### config.mk
export PLATFORM = sky130hd
export DESIGN_NAME = srvm_index_reduce
export DESIGN_NICKNAME = d
export VERILOG_FILES = /design/src/sv/stack_register_vm_executor_assert.svh /design/src/sv/srvm_index_reduce.sv
export SDC_FILE = /design/constraint.sdc
export NUM_CORES = 1
export LEC_CHECK = 0
export BUFFER_PORTS_ARGS = -buffer_cell sky130_fd_sc_hd__buf_2
export CORE_UTILIZATION = 55
export DETAILED_ROUTE_END_ITERATION = 16
export PLACE_DENSITY = 0.81
export SLEW_MARGIN = 0
export SYNTH_ARGS = -nofsm -noshare
export SYNTH_HDL_FRONTEND = slang
export SYNTH_SLANG_ARGS = --single-unit
### constraint.sdc
create_clock -name clk -period 2.1 [get_ports clk]
set_input_delay 0.315 -clock clk [delete_from_list [all_inputs] [get_ports clk]]
set_output_delay 0.315 -clock clk [all_outputs]
set_load 0.05 [all_outputs]
### src/sv/stack_register_vm_executor_assert.svh
// ----------------------------------------------------------------------------
// Assertion macros for the stack/register machine executor
// Shared property forms, clocked on clk and disabled during reset.
// ----------------------------------------------------------------------------
`ifndef STACK_REGISTER_VM_EXECUTOR_ASSERT_SVH
`define STACK_REGISTER_VM_EXECUTOR_ASSERT_SVH

// Same-cycle implication.
`define SRVM_ASSERT_NOW(lbl, ante, cons) \
    lbl: assert property (@(posedge clk) disable iff (!rst_n) (ante) |-> (cons)) \
        else $error("executor assertion failed");

// Next-cycle implication.
`define SRVM_ASSERT_NEXT(lbl, ante, cons) \
    lbl: assert property (@(posedge clk) disable iff (!rst_n) (ante) |=> (cons)) \
        else $error("executor assertion failed");

`endif

### src/sv/srvm_index_reduce.sv
// ----------------------------------------------------------------------------
// srvm_index_reduce
// Reduces a 32-bit unsigned operand modulo the register count, four bits
// per cycle.
// ----------------------------------------------------------------------------
`default_nettype none

module srvm_index_reduce #(
    parameter int NUM_REGISTERS = 32
) (
    input  wire logic                             clk,
    input  wire logic                             rst_n,
    input  wire logic                             start,
    input  wire logic [31:0]                      value,
    output logic                                  done,
    output logic      [$clog2(NUM_REGISTERS)-1:0] index
);

    localparam int RW     = $clog2(NUM_REGISTERS);
    localparam int STEPS  = 4;
    localparam int PASSES = 32 / STEPS;
    localparam int CW     = $clog2(PASSES);

    logic          busy_reg, busy_next;
    logic          done_reg, done_next;
    logic [CW-1:0] cnt_reg, cnt_next;
    logic [31:0]   sh_reg, sh_next;
    logic [RW-1:0] rem_reg, rem_next;
    logic [RW-1:0] rem_step;
    logic [RW:0]   tmp;

    // Four remainder steps on the top bits of the shifter.
    always_comb
    begin
        rem_step = rem_reg;
        tmp      = '0;
        for (int j = 0; j < STEPS; j++)
        begin
            tmp = {rem_step, sh_reg[31-j]};
            if (tmp >= (RW+1)'(NUM_REGISTERS))
            begin
                tmp = tmp - (RW+1)'(NUM_REGISTERS);
            end
            rem_step = tmp[RW-1:0];
        end
    end

    // Sequencing.
    always_comb
    begin
        busy_next = busy_reg;
        done_next = 1'b0;
        cnt_next  = cnt_reg;
        sh_next   = sh_reg;
        rem_next  = rem_reg;
        if (start)
        begin
            busy_next = 1'b1;
            cnt_next  = '0;
            sh_next   = value;
            rem_next  = '0;
        end
        else if (busy_reg)
        begin
            sh_next  = sh_reg << STEPS;
            rem_next = rem_step;
            cnt_next = cnt_reg + 1'b1;
            if (cnt_reg == CW'(PASSES - 1))
            begin
                busy_next = 1'b0;
                done_next = 1'b1;
            end
        end
    end

    always_ff @(posedge clk or negedge rst_n)
    begin
        if (!rst_n)
        begin
            busy_reg <= 1'b0;
            done_reg <= 1'b0;
            cnt_reg  <= '0;
        end
        else
        begin
            busy_reg <= busy_next;
            done_reg <= done_next;
            cnt_reg  <= cnt_next;
        end
    end

    always_ff @(posedge clk)
    begin
        sh_reg  <= sh_next;
        rem_reg <= rem_next;
    end

    assign done  = done_reg;
    assign index = rem_reg;

endmodule

`default_nettype wire

==> flow_summary.yaml <==
sta:
  drv_slew: 0
  skew_ns: 0.0115
  fmax_ghz: 0.746
  setup_tns_ns: 0
  period_needed_ns: 1.34
  worst_slew_margin_rel: 0.507
  setup_viol: 0
  rsz0062_at_grt: "false"
  post-route-period-util: 0.638
  tightest_slew_ns: 0.739
  hold_viol_final: 0
synthesis:
  yosys.cell_count.top_type: "edfxtp_1"
  synth_top_area_cell: "edfxtp_1"
  ys_seq_area_frac: 0.640
  synth_top_area_frac: 0.518
  ys_warn_count: 0
  async_flop_share: 0.119
  synthFlopType: "edfxtp_1"
  synth_cells: 102
  syn_nets: 139
  synth_edf_count: 32
  synth_common_cells: "32 x edfxtp_1, 25 x mux2_4, 8 x nor2_1"
  yosys-top-cells-area: "edfxtp_1 52%, mux2_4 20%, dfrtp_1 6.7%, dfxtp_1 5.4%, mux2i_1 3.8%"
  synth.ff_latch_count: 42
  netlist-cell-type-count: 18
  avgSynthCellArea_um2: 18.2
  syn_area_um2: 1850
finish:
  largest_reg_flops: 32
  antennaDiodeCount: 0
  drive_gt1_frac: 0.534
  synthToLayoutAreaGrowth_pct: 14.7
  fin_util: 0.680
  nNetsFinal: 184
power_and_ir_drop:
  power_frac_seq: 0.620
  vdd_drop_max_mv: 0.491
  p_switching_mw: 0.357
  p_sw_frac: 0.221
  leakage_nw: 1.01
  combPwrFrac: 0.126
  p_per_area_nw_per_um2: 759
  p_int_mw: 1.26
  clockPowerShare: 0.254
floorplanning:
  die_w_um: 60.1
  row_count: 20
  die_area_um2: 3610
  core_area_um2: 3130
  ios: 41
  die_height_um: 60.1
  initial_utilization: 0.593
critical_path:
  cpPeakStageDelay_ns: 0.60
  critPathSlowestCell: "or2_2"
  crit_required_ns: 2.08
  reg2reg_depth: 1
  cp.depth: 1
  crit_chain: "or2_2"
  cp_max_fo: 32
  cp_top_family: "simple AND/OR/NAND/NOR gates"
  critical_path_class: "flop to flop"
  worst-path-buf-inv: 0
  startpoint_type: "flop"
  arrival_ns: 1.32
  endpoint_kind: "flop"
clock_network:
  cts_buffers: 5
  clockBufferDepth: 2
  cts_sinks: 42
  cts_tree: "done"
  path_clk_slew_ns: 0.12
  htree_num_levels: 2
  clockRootBuffer: "clkbuf_4"
  cts_setup_buffers: 0
  clock_latency_ns: 0.34
drt:
  routed_wl_um: 2660
  dr.pass1.iters: 4
  wl_per_cell_um: 13.8
  viasPerCell: 4.91
  vias: 943
  first_iter_violations: 30
  ant_nets: 0
  drcViolationCount: 0
grt:
  grt.total_usage: 0.169
  grt_pass1_vias: 1000
  grt_max_degree: 33
  antenna_found_initial: 0
  grt_pass1_wl_um: 4230
  grt_overflow: 0
hold_path:
  min_path_cells: 2
  hp-class: "primary input to flop"
run:
  maxCapViolCount: 0
placement:
  portBuffers: 40
  gp_congestion: 0.683
  dp_hpwl_um: 1770
run_status:
  status: "completed"
per-stage QoR:
| step | total power, mW | cells | worst slack [ns] | hold WS, ns | area [um2] |
|---|---|---|---|---|---|
| global route | 1.69 | 192 | 0.667 | 0.228 | 2130 |
| floorplan | 1.17 | 102 | 0.680 | 0.0194 | 1850 |
| detailed placement | 1.22 | 183 | 0.678 | 0.138 | 2060 |
| finish | 1.61 | 192 | 0.760 | 0.249 | 2130 |
| CTS | 1.64 | 192 | 0.753 | 0.231 | 2130 |
| global placement | 1.21 | 183 | 0.718 | 0.133 | 2060 |
cells by family after synthesis:
kind of cell               share of synthesized area
AOI/OAI and AO/OA                            0.00405
xor gates and xnor gates                     0.00472
adders and majority gates                     0.0135
buffers and inverters                         0.0425
DFF                                            0.640
muxes                                          0.258
and+or+nand+nor                               0.0371
power groups by stage:
stage | Clock (mW) | Sequential (mW) | Combinational, mW
final | 0.410 | 1.00 | 0.204
after global placement | 0 | 1.02 | 0.194
after CTS | 0.429 | 1.00 | 0.206
after detailed placement | 0 | 1.02 | 0.205
after global routing | 0.462 | 1.01 | 0.218
after floorplan | 0 | 1.04 | 0.132
cells in the final DEF (no fill, tap or decap), types with 2 or more instances in the layout:
cell type  instances
dfxtp_1            5
and2_1             4
clkbuf_4           5
edfxtp_1          32
nor2_1             8
buf_4              3
mux2i_1            7
mux2_4            25
dfrtp_1            5
buf_2             40
ha_1               2
mux2_2             3
layout make-up:
cell class | instances | area [um2]
Timing Repair Buffer | 44 | 233
Clock inverter | 1 | 5.00
Tap cell | 44 | 55.1
Clock buffer | 7 | 55.1
Fill cell | 232 | 1000
Inverter | 1 | 3.75
Multi-Input combinational cell | 53 | 589
Sequential cell | 42 | 1190
per-layer routing:
metal / GRT usage / vias to the layer above / part of all wire
li1: - / 462 / -
met1: 0.185 / 448 / 0.42
met2: 0.300 / 31 / 0.52
met3: 0.0628 / 2 / 0.050
met4: 0.0598 / 0 / 0.0060
met5: 0 / - / 0
final timing paths:
check | start | end | slack, ns
setup / recovery | busy_reg | sh_reg[15] | 0.76
hold / removal | value[0] | sh_reg[0] | 0.25
setup reg to reg | busy_reg | sh_reg[15] | 0.76
hold reg to reg | sh_reg[30] | index[2] | 0.50
max in group asynchronous | rst_n | cnt_reg[2] | 1.67
min in group asynchronous | rst_n | busy_reg | 0.29
what timing repair did:
| action | CTS | global route |
|---|---|---|
| endpoints found under the setup margin | 0 | 0 |
| hold endpoints to repair | 5 | 0 |
| resized for setup | 0 | 0 |
| hold buffers | 1 | 0 |
Note: power is estimated with default switching activity, not from simulation.
