### src/sv/stack_register_vm_executor_assert.svh
// ----------------------------------------------------------------------------
// Assertion macros for the stack/register machine executor
// Shared property forms, clocked on clk and disabled during reset.
// ----------------------------------------------------------------------------
`ifndef STACK_REGISTER_VM_EXECUTOR_ASSERT_SVH
`define STACK_REGISTER_VM_EXECUTOR_ASSERT_SVH

// Same-cycle implication.
`define SRVM_ASSERT_NOW(lbl, ante, cons) \
    lbl: assert property (@(posedge clk) disable iff (!rst_n) (ante) |-> (cons)) \
        else $error("executor assertion failed");

// Next-cycle implication.
`define SRVM_ASSERT_NEXT(lbl, ante, cons) \
    lbl: assert property (@(posedge clk) disable iff (!rst_n) (ante) |=> (cons)) \
        else $error("executor assertion failed");

`endif

### src/sv/srvm_ram.sv
// ----------------------------------------------------------------------------
// srvm_ram
// Generic single-write, single-read RAM with a registered read port.
// ----------------------------------------------------------------------------
`default_nettype none

module srvm_ram #(
    parameter int WIDTH = 32,
    parameter int DEPTH = 64
) (
    input  wire logic                     clk,
    input  wire logic                     wr_en,
    input  wire logic [$clog2(DEPTH)-1:0] wr_addr,
    input  wire logic [WIDTH-1:0]         wr_data,
    input  wire logic                     rd_en,
    input  wire logic [$clog2(DEPTH)-1:0] rd_addr,
    output logic      [WIDTH-1:0]         rd_data
);

    logic [WIDTH-1:0] mem [DEPTH];

    // Write port and registered read port.
    always_ff @(posedge clk)
    begin
        if (wr_en)
        begin
            mem[wr_addr] <= wr_data;
        end
        if (rd_en)
        begin
            rd_data <= mem[rd_addr];
        end
    end

endmodule

`default_nettype wire

### config.mk
export PLATFORM = sky130hd
export DESIGN_NAME = srvm_ram
export DESIGN_NICKNAME = d
export VERILOG_FILES = /design/src/sv/stack_register_vm_executor_assert.svh /design/src/sv/srvm_ram.sv
export SDC_FILE = /design/constraint.sdc
export NUM_CORES = 2
export LEC_CHECK = 0
export ABC_AREA = 1
export BUFFER_PORTS_ARGS = -buffer_cell sky130_fd_sc_hd__buf_2
export CORE_MARGIN = 5
export CORE_UTILIZATION = 41
export CTS_BUF_LIST = sky130_fd_sc_hd__clkbuf_16
export DETAILED_ROUTE_END_ITERATION = 6
export GPL_TIMING_DRIVEN = 0
export MAX_ROUTING_LAYER = met4
export PLACE_DENSITY = 0.58
export SYNTH_ARGS = -nofsm -noshare
export SYNTH_HDL_FRONTEND = slang
export SYNTH_SLANG_ARGS = --single-unit
### constraint.sdc
create_clock -name clk -period 8.3 [get_ports clk]
set_clock_uncertainty 0.15 [all_clocks]
set_input_delay 0.83 -clock clk [delete_from_list [all_inputs] [get_ports clk]]
set_output_delay 0.83 -clock clk [all_outputs]
set_load 0.01 [all_outputs]
==> flow_summary.rst <==
.. list-table::
   :header-rows: 1

   * - Metric
     - Value
   * - Number of H-tree branching levels
     - 4
   * - Power density over cell area
     - 235.9 nW/um^2
   * - Number of synthesized register bits
     - 2080
   * - Post-CTS sizing
     - 0
   * - Total wirelength of the detailed-routed design
     - 339400 um
   * - Overflow left after global routing
     - 0
   * - Simple logic cell fraction of the synthesized area
     - 22.03%
   * - Share of cells above drive strength 1
     - 12.41%
   * - Root buffer cell
     - clkbuf_16
   * - Clock period minus worst slack
     - 4045 ps
   * - Yosys warning total
     - 0
   * - Clock network fraction of total power
     - 41.2%
   * - Setup WS pre-CTS
     - 3422 ps
   * - Failing checks
     - capacitance limit, slew limit
   * - Slew at the pin with the worst max-slew slack
     - 1563 ps
   * - Final hold violations
     - 0
   * - CP arrival
     - 4610 ps
   * - Starting DRT DRC Count
     - 9581
   * - Final period util
     - 48.74%
   * - CTS tree
     - yes
   * - Slew Limit Headroom
     - -4.170%
   * - CP Cell Sequence
     - buf_2 -> clkbuf_1 -> buf_1 -> nand3_1 -> nand2_1 -> nand2_1 -> nand3_1 -> nand3_1 -> nand2_1
   * - Count of port buffers added during placement
     - 70
   * - Largest family of logic cells by synthesized area
     - simple AND/OR/NAND/NOR gates
   * - Post-Synth Adder-Cell Area
     - 0%
   * - Post-Route Hold Slack
     - 87.79 ps
   * - Dominant cell by count in the synthesized netlist
     - nand2_1
   * - Die outline area
     - 211700 um^2
   * - Routed wirelength normalized by instance count
     - 33.65 um
   * - CTS clk-pin slew, worst paths
     - 60 ps
   * - Count of final setup violators
     - 0
   * - Number of antenna violations at the first check in global routing
     - 37
   * - DRC violation count after routing
     - 0
   * - Biggest cell delay along the critical path
     - 1090 ps
   * - Share of the synthesized area in the top cell type
     - 75.20%
   * - Placer Congestion
     - 1.026
   * - Fin nets
     - 7264
   * - Setup repair after global routing missed its margin
     - no
   * - Required time at the endpoint of the critical path
     - 8860 ps
   * - Leakage power total
     - 34.45 nW
   * - Post-Place Cells
     - 9672
   * - Antenna-violating nets left
     - 0
   * - EDFF count, synth
     - 2080
   * - Final total power
     - 0.02284 W
   * - Library cell occupying the most area in the post-synthesis netlist
     - edfxtp_1
   * - Die span in y
     - 460.1 um
   * - Pin count of the biggest net entering global routing
     - 65
   * - Cts bufs inserted
     - 213
   * - Synthesized netlist cell count
     - 6769
   * - Max stage delay cell, worst path
     - clkbuf_1
   * - Number of library cell types mapped by synthesis
     - 15
   * - Compound-cell area share of the yosys netlist
     - 0%
   * - Via Count
     - 60230
   * - Top flip-flop cell by instance count after synthesis
     - edfxtp_1
   * - Worst setup slack after layout
     - 4255 ps
   * - Post-DP HPWL
     - 235900 um
   * - Sw frac
     - 24.77%
   * - Via/cell ratio
     - 5.971
   * - Critical path launch point type
     - input pin
   * - First-pass GRT wire length
     - 456300 um
   * - Post-synthesis average cell area
     - 12.27 um^2
   * - Final non-filler cell total
     - 10090
   * - Io pins
     - 79
   * - Number of maximum-capacitance violations
     - 2
   * - Maximum buffer depth of the clock tree
     - 3
   * - Initial Utilization
     - 41.14%
   * - Maximum frequency from static timing analysis
     - 247.2 MHz
   * - Placement-stage cell area
     - 89940 um^2
   * - Number of detailed-routing iterations run before antenna repair
     - 6
   * - Global Route Usage Sum
     - 32.39%
   * - XOR/XNOR share of the synthesized area
     - 0%
   * - Sinks on Clock Net
     - 2080
   * - Nets in the synthesized netlist
     - 6816
   * - Worst-case vdd ir drop
     - 0.2044 mV
   * - Portion of netlist area occupied by mux cells
     - 0%
   * - Post-synthesis async set-or-reset flop share
     - 0%
   * - Seq/Total Area, Yosys
     - 75.20%
   * - Count of pins over their slew limit
     - 76
   * - Status
     - complete, but fails checks
   * - Area growth from synthesis to layout
     - 16.55%
   * - Leading cell types by count after synthesis
     - nand2_1, edfxtp_1, nand3_1
   * - Number of cell rows
     - 165
   * - Combinational cell fraction of total power
     - 7.7%
   * - Core footprint
     - 201900 um^2
   * - Int Power
     - 0.01718 W
   * - Path class of the lowest-slack min-delay path
     - input pin to flop
   * - Die X
     - 460.1 um
   * - CP Max Fanout
     - 10
   * - Number of fill cells in the layout
     - 17810
   * - P_sw
     - 0.005657 W
   * - Via count of the first global-routing pass
     - 54730
   * - Final Instance Area
     - 96800 um^2
   * - Sort of element at the end of the critical path
     - flop
   * - Synth area leaders
     - edfxtp_1, nand3_1, nand2_1
   * - Crit Path Category
     - input pin to flop
   * - Worst skew pair latency
     - 890 ps
   * - Netlist area before placement
     - 83060 um^2
   * - Proportion of power drawn by flip-flops and latches
     - 51.1%
## critical path, delay by kind of cell
kind,cells,cell delay [ps]
buffers and inverters,3,2480
AND/OR/NAND/NOR,6,1230
## kinds of logic (layout without fill, tap and decap cells)
logic type,Yosys count,in the layout
AND/OR/NAND/NOR,4228,4228
buffers and inverters,461,1080
flip-flops,2080,2080
other,0,27
## routing by layer
metal  vias to the layer above  wire length, um  track usage, %
li1                      25140                -               -
met1                     29830           125600           42.01
met2                      4399           150400           47.63
met3                       867            42020           8.034
met4                         0            21450           16.33
met5                         -                0               -
## timing repair
| item | 4_1_cts | 5_1_grt |
|---|---|---|
| endpoints found under the setup margin | 0 | 0 |
| setup buffers | 0 | 0 |
| hold endpoints to repair | 2 | 0 |
| hold buffers | 1 | 0 |
## per-stage QoR
stage / util (%) / TNS [ps]
finish: 47.94 / 0
CTS: 47.90 / 0
floorplan: - / 0
global route: 47.94 / 0
global placement: 42.97 / -849200
detailed placement: 44.55 / 0
## path summary, 6_finish.rpt
kind / depth (start not counted) / end / slack, ps / start
max: 9 / rd_data[8] / 4250 / rd_addr[2]
min: 1 / mem[49][20] / 90 / wr_data[20]
max reg2reg: 8 / rd_data[1] / 6060 / mem[28][1]
min reg2reg: 8 / rd_data[28] / 850 / mem[4][28]
## power by group through the flow
stage	clock [W]	combinational (W)	sequential [W]
final	0.00941	0.00176	0.0117
after global routing	0.00988	0.00181	0.0117
after CTS	0.00941	0.00170	0.0117
after detailed placement	0	0.00170	0.0119
after global placement	0	0.00162	0.0119
after floorplan	0	0.000715	0.0119
## cell usage in the layout, fill, tap and decap left out
cell,n
clkinvlp_4,4
nand2_1,2248
clkbuf_1,75
diode_2,27
buf_6,7
inv_1,53
clkbuf_2,2
nor2_4,56
clkbuf_16,213
edfxtp_1,2080
buf_2,321
inv_6,2
inv_16,2
clkinv_4,1
clkinv_2,34
buf_4,134
dlygate4sd3_1,1
buf_12,75
buf_16,24
nand3_1,1907
buf_8,3
clkinv_16,8
inv_4,1
clkinv_8,4
clkinv_1,58
nor4_2,8
buf_1,40
inv_2,2
nand4_1,9
bufinv_16,16
## cell type report
type	instances	area [um^2]	share of cell area, %
Antenna cell	27	67.56	0.06980
Buffer	449	2255	2.329
Clock buffer	213	5330	5.506
Clock inverter	173	1435	1.483
Inverter	12	47.55	0.04912
Multi-Input combinational cell	4228	18770	19.39
Sequential cell	2080	62460	64.52
Tap cell	2672	3343	3.454
Timing Repair Buffer	233	3095	3.198
## registers in the layout, indices dropped and copies added (netlist names)
register	cells
mem	2048
rd_data	32
Power figures use the tool's default switching activity.
