===== src/sv/stack_register_vm_executor_assert.svh =====
// ----------------------------------------------------------------------------
// Assertion macros for the stack/register machine executor
// Shared property forms, clocked on clk and disabled during reset.
// ----------------------------------------------------------------------------
`ifndef STACK_REGISTER_VM_EXECUTOR_ASSERT_SVH
`define STACK_REGISTER_VM_EXECUTOR_ASSERT_SVH

// Same-cycle implication.
`define SRVM_ASSERT_NOW(lbl, ante, cons) \
    lbl: assert property (@(posedge clk) disable iff (!rst_n) (ante) |-> (cons)) \
        else $error("executor assertion failed");

// Next-cycle implication.
`define SRVM_ASSERT_NEXT(lbl, ante, cons) \
    lbl: assert property (@(posedge clk) disable iff (!rst_n) (ante) |=> (cons)) \
        else $error("executor assertion failed");

`endif


===== src/sv/srvm_divider.sv =====
// ----------------------------------------------------------------------------
// srvm_divider
// Signed 32-bit restoring divider, one quotient bit per cycle. Gives the
// quotient magnitude and its sign; truncates toward zero.
// ----------------------------------------------------------------------------
`default_nettype none

module srvm_divider (
    input  wire logic        clk,
    input  wire logic        rst_n,
    input  wire logic        start,
    input  wire logic [31:0] dividend,
    input  wire logic [31:0] divisor,
    output logic             done,
    output logic      [31:0] quot,
    output logic             neg
);

    logic        busy_reg, busy_next;
    logic        done_reg, done_next;
    logic [4:0]  cnt_reg, cnt_next;
    logic [31:0] q_reg, q_next;
    logic [32:0] r_reg, r_next;
    logic [31:0] d_reg, d_next;
    logic        neg_reg, neg_next;
    logic [32:0] trial;

    always_comb
    begin
        busy_next = busy_reg;
        done_next = 1'b0;
        cnt_next  = cnt_reg;
        q_next    = q_reg;
        r_next    = r_reg;
        d_next    = d_reg;
        neg_next  = neg_reg;
        trial     = {r_reg[31:0], q_reg[31]};
        if (start)
        begin
            busy_next = 1'b1;
            cnt_next  = '0;
            q_next    = dividend[31] ? (32'd0 - dividend) : dividend;
            d_next    = divisor[31] ? (32'd0 - divisor) : divisor;
            r_next    = '0;
            neg_next  = dividend[31] ^ divisor[31];
        end
        else if (busy_reg)
        begin
            // Shift in the next dividend bit and try to subtract.
            if (trial >= {1'b0, d_reg})
            begin
                r_next = trial - {1'b0, d_reg};
                q_next = {q_reg[30:0], 1'b1};
            end
            else
            begin
                r_next = trial;
                q_next = {q_reg[30:0], 1'b0};
            end
            cnt_next = cnt_reg + 1'b1;
            if (cnt_reg == 5'd31)
            begin
                busy_next = 1'b0;
                done_next = 1'b1;
            end
        end
    end

    always_ff @(posedge clk or negedge rst_n)
    begin
        if (!rst_n)
        begin
            busy_reg <= 1'b0;
            done_reg <= 1'b0;
            cnt_reg  <= '0;
        end
        else
        begin
            busy_reg <= busy_next;
            done_reg <= done_next;
            cnt_reg  <= cnt_next;
        end
    end

    always_ff @(posedge clk)
    begin
        q_reg   <= q_next;
        r_reg   <= r_next;
        d_reg   <= d_next;
        neg_reg <= neg_next;
    end

    assign done = done_reg;
    assign quot = q_reg;
    assign neg  = neg_reg;

endmodule

`default_nettype wire


===== config.mk =====
export PLATFORM = sky130hd
export DESIGN_NAME = srvm_divider
export DESIGN_NICKNAME = d
export VERILOG_FILES = /design/src/sv/stack_register_vm_executor_assert.svh /design/src/sv/srvm_divider.sv
export SDC_FILE = /design/constraint.sdc
export NUM_CORES = 1
export LEC_CHECK = 0
export ABC_AREA = 1
export BUFFER_PORTS_ARGS = -buffer_cell sky130_fd_sc_hd__clkbuf_2
export CAP_MARGIN = 30
export CORE_MARGIN = 10
export CORE_UTILIZATION = 55
export CTS_BUF_LIST = sky130_fd_sc_hd__clkbuf_2 sky130_fd_sc_hd__clkbuf_4 sky130_fd_sc_hd__clkbuf_8
export CTS_CLUSTER_SIZE = 30
export DETAILED_ROUTE_END_ITERATION = 8
export GPL_ROUTABILITY_DRIVEN = 0
export PLACE_DENSITY = 0.87
export SLEW_MARGIN = 40
export SYNTH_ARGS = -nofsm -noshare
export SYNTH_HDL_FRONTEND = slang
export SYNTH_SLANG_ARGS = --single-unit

===== constraint.sdc =====
create_clock -name clk -period 2.5 [get_ports clk]
set_input_delay 0.5 -clock clk [delete_from_list [all_inputs] [get_ports clk]]
set_output_delay 0.5 -clock clk [all_outputs]
set_load 0.01 [all_outputs]

==> impl_metrics.env <==
export IMPL_place_area_um2=9040
export IMPL_post_cts_buffers=0
export IMPL_slew_viol_final=0
export IMPL_fin_crit_sh_pct=92.6
export IMPL_cp_endpoint="r_reg[12]"
export IMPL_worstRegToRegCells=11
export IMPL_nets=1438
export IMPL_netlist_area_um2=8330
export IMPL_grt_max_degree=53
export IMPL_seq_area_frac_synth_pct=33.2
export IMPL_first_pass_iters=8
export IMPL_ys_ff_latch=104
export IMPL_n_fill_cell=1266
export IMPL_status="finished, final reports clean"
export IMPL_grt_total_usage_pct=22.4
export IMPL_rrSetupSlack_ns=0.18
export IMPL_detail_route_wl_per_cell_um=15.1
export IMPL_ys_warn_count=0
export IMPL_synth_area_leader_cell="edfxtp_1"
export IMPL_crit_type="reg -> reg"
export IMPL_grt_pass1_wl_mm=37.5
export IMPL_ant_nets=0
export IMPL_p_leak_nw=4.82
export IMPL_relSlewSlack_pct=66.0
export IMPL_hold_violations=0
export IMPL_synth_cells=1236
export IMPL_grt_pass1_vias=7845
export IMPL_peakVddDrop_v=0.000364
export IMPL_numClockSinks=104
export IMPL_avgSynthCellArea_um2=6.74
export IMPL_power_density_nw_per_um2=777
export IMPL_htree_levels=3
export IMPL_worst_r2r_endpoint="r_reg[12]"
export IMPL_crit_top_cell="nand2_1"
export IMPL_root_buffer="clkbuf_8"
export IMPL_worst_pin_slew_ns=0.504
export IMPL_start_util_pct=56.7
export IMPL_synth_top_area_share_pct=23.4
export IMPL_synth_fp_nets=1340
export IMPL_max_stage_delay_ns=0.35
export IMPL_worst_setup_path_start_kind="flip-flop"
export IMPL_fin_area_um2=9260
export IMPL_fmax_mhz=432
export IMPL_drtIter0Drc=837
export IMPL_die_height_um=143
export IMPL_fin_skew_ns=0.0163
export IMPL_crit_start="d_reg[20]"
export IMPL_fp_coreArea_um2=14700
export IMPL_drv_cap=0
export IMPL_num_antenna_cells=0
export IMPL_ys_top_cells_by_area="edfxtp_1 (23%), nand2_1 (18%), inv_1 (9.1%), dfxtp_1 (7.7%), nand3_1 (6.5%)"
export IMPL_cp_cell_sequence="inv_1 > ha_1 > nand2_1 > nor2_1 > nand2_1 > nor3_2 > nand2_8 > nand2_8 > nand2_1 > nand3_1 > o21ai_1"
export IMPL_rsz0062_at_grt="false"
export IMPL_r2r_start="d_reg[20]"
export IMPL_cts_reportedPaths_clkPinSlew_ns=0.12
export IMPL_setup_viol=0
export IMPL_route_vias_total=8368
export IMPL_drive_above_1_share_pct=12.6
export IMPL_cp_end_kind="flip-flop"
export IMPL_dieWidth_um=143
export IMPL_fin_tns_setup_ns=0
export IMPL_critical_path_slowest_cell="ha_1"
export IMPL_viasPerCell=5.49
export IMPL_drc=0
export IMPL_grt_antenna_before_repair=0
export IMPL_grt_ovfl_total=0
export IMPL_hpwl_mm=17.9
export IMPL_critPathArrivalTime_ns=2.61
export IMPL_die_area_um2=20500
export IMPL_syn_to_final_growth_pct=11.2
export IMPL_fin_crit_ns=2.32
export IMPL_final_util_pct=63.0
export IMPL_min_path_type="in -> reg"
export IMPL_wl_mm=23.0
export IMPL_cts_path_max_buffers=2
export IMPL_ioPinCount=101
export IMPL_clk_latency_ns=0.40
export IMPL_cts_tree="done"
export IMPL_required_ns=2.80
export IMPL_synth_distinct_cells=44
export IMPL_row_count=44
export IMPL_crit_fanout=33
export IMPL_port_buffers=100
export IMPL_cts_buffers=9
-- placed cells by master (no fill, tap or decap), types with 3 or more instances in the layout --
| cell | instances |
|---|---|
| nor3_1 | 16 |
| o21ai_1 | 16 |
| inv_1 | 201 |
| nand3_1 | 108 |
| nand3_2 | 5 |
| xor2_1 | 30 |
| clkbuf_8 | 9 |
| edfxtp_1 | 65 |
| nand4_1 | 15 |
| ha_1 | 36 |
| nand2_2 | 7 |
| xnor2_1 | 28 |
| inv_8 | 3 |
| a31oi_1 | 9 |
| buf_4 | 11 |
| nand2_1 | 390 |
| nor4_1 | 3 |
| clkinv_1 | 4 |
| buf_12 | 3 |
| nand3b_1 | 22 |
| o21ai_0 | 45 |
| dfxtp_1 | 32 |
| nor2_2 | 7 |
| nor3_2 | 3 |
| nor2_1 | 95 |
| a21oi_1 | 31 |
| inv_2 | 6 |
| o21bai_1 | 6 |
| clkbuf_2 | 100 |
| dfrtp_1 | 7 |
| or2_2 | 4 |
-- synthesized netlist by cell type (all sizes together) --
cell type and instances:
fa 1, o211ai 1, nor4 3, xor2 30, nor3 19, inv 208, clkinv 3, a21oi 31
dfrtp 7, nor2 105, nand3b 22, a21o 2, dfxtp 32, a22o 1, ha 36, xnor2 28
o31ai 1, nand2 399, nand3 113, clkbuf 18, or2 7, edfxtp 65, o21ai 63, and2 1
a31oi 9, o21bai 6, nand4 15, buf 10
-- stage by stage --
| step | total power [mW] | hold WS (ns) | std cells | setup slack [ns] |
|---|---|---|---|---|
| after floorplan | 5.15 | 0.204 | 1236 | 0.463 |
| final | 7.19 | 0.331 | 1523 | 0.184 |
| after global placement | 5.88 | 0.345 | 1506 | 0.250 |
| after CTS | 7.10 | 0.314 | 1523 | 0.187 |
| after detailed placement | 5.99 | 0.343 | 1506 | 0.226 |
| after global routing | 7.76 | 0.316 | 1523 | 0.0111 |
-- layout make-up --
class	instances	area (um2)	share of cell area (%)
multi-input combinational	893	4620	49.9
sequential	104	2770	29.9
inverter	211	792	8.56
timing repair buffer	115	653	7.06
tap	184	230	2.49
clock buffer	9	124	1.34
clock inverter	7	75.1	0.811
-- cell families after synthesis --
kind of cell | count (synthesis) | share of synthesized area, %
xor gates and xnor gates | 58 | 6.10
AOI/OAI and AO/OA | 114 | 7.42
adders and majority gates | 37 | 5.65
buffers and inverters | 239 | 11.5
and+or+nand+nor | 684 | 36.1
DFF | 104 | 33.2
-- worst min-delay path by stage --
stage                           from          to  slack (ns)  depth (start not counted)
after floorplan                rst_n    busy_reg        0.20                          0
after global placement         rst_n        done        0.35                          1
after detailed placement       rst_n  cnt_reg[3]        0.34                          1
after CTS                 divisor[0]    d_reg[0]        0.31                          1
after global routing      divisor[0]    d_reg[0]        0.32                          1
final                     divisor[0]    d_reg[0]        0.33                          1
-- worst max-delay path, delay by kind of cell, from the launching register on --
family / cells / cell delay (ns)
buffers and inverters: 1 / 0.04
and+or+nand+nor: 8 / 1.39
adders and majority gates: 1 / 0.35
DFF: 1 / 0.34
AOI/OAI and AO/OA: 1 / 0.07
-- metal layers --
layer	share of wire (%)	routed length [um]	global-route usage [%]
met4	2.2	513	8.14
met3	9.1	2100	3.81
met2	46	10700	36.6
met1	42	9700	29.0
met5	0	0	0
-- report_power, final --
part | leakage [nW] | internal [mW] | switching (mW)
logic | 3.69 | 1.34 | 2.41
clock network | 0.0994 | 0.404 | 0.697
registers | 1.03 | 2.16 | 0.188
total | 4.82 | 3.90 | 3.29
-- repair_timing --
action                                  in CTS  in global routing
gates resized for setup                      0                  1
endpoints found under the setup margin       0                  5
hold buffers                                 1                  0
endpoints found under the hold margin        7                  0
(Power assumes the default switching activity.)
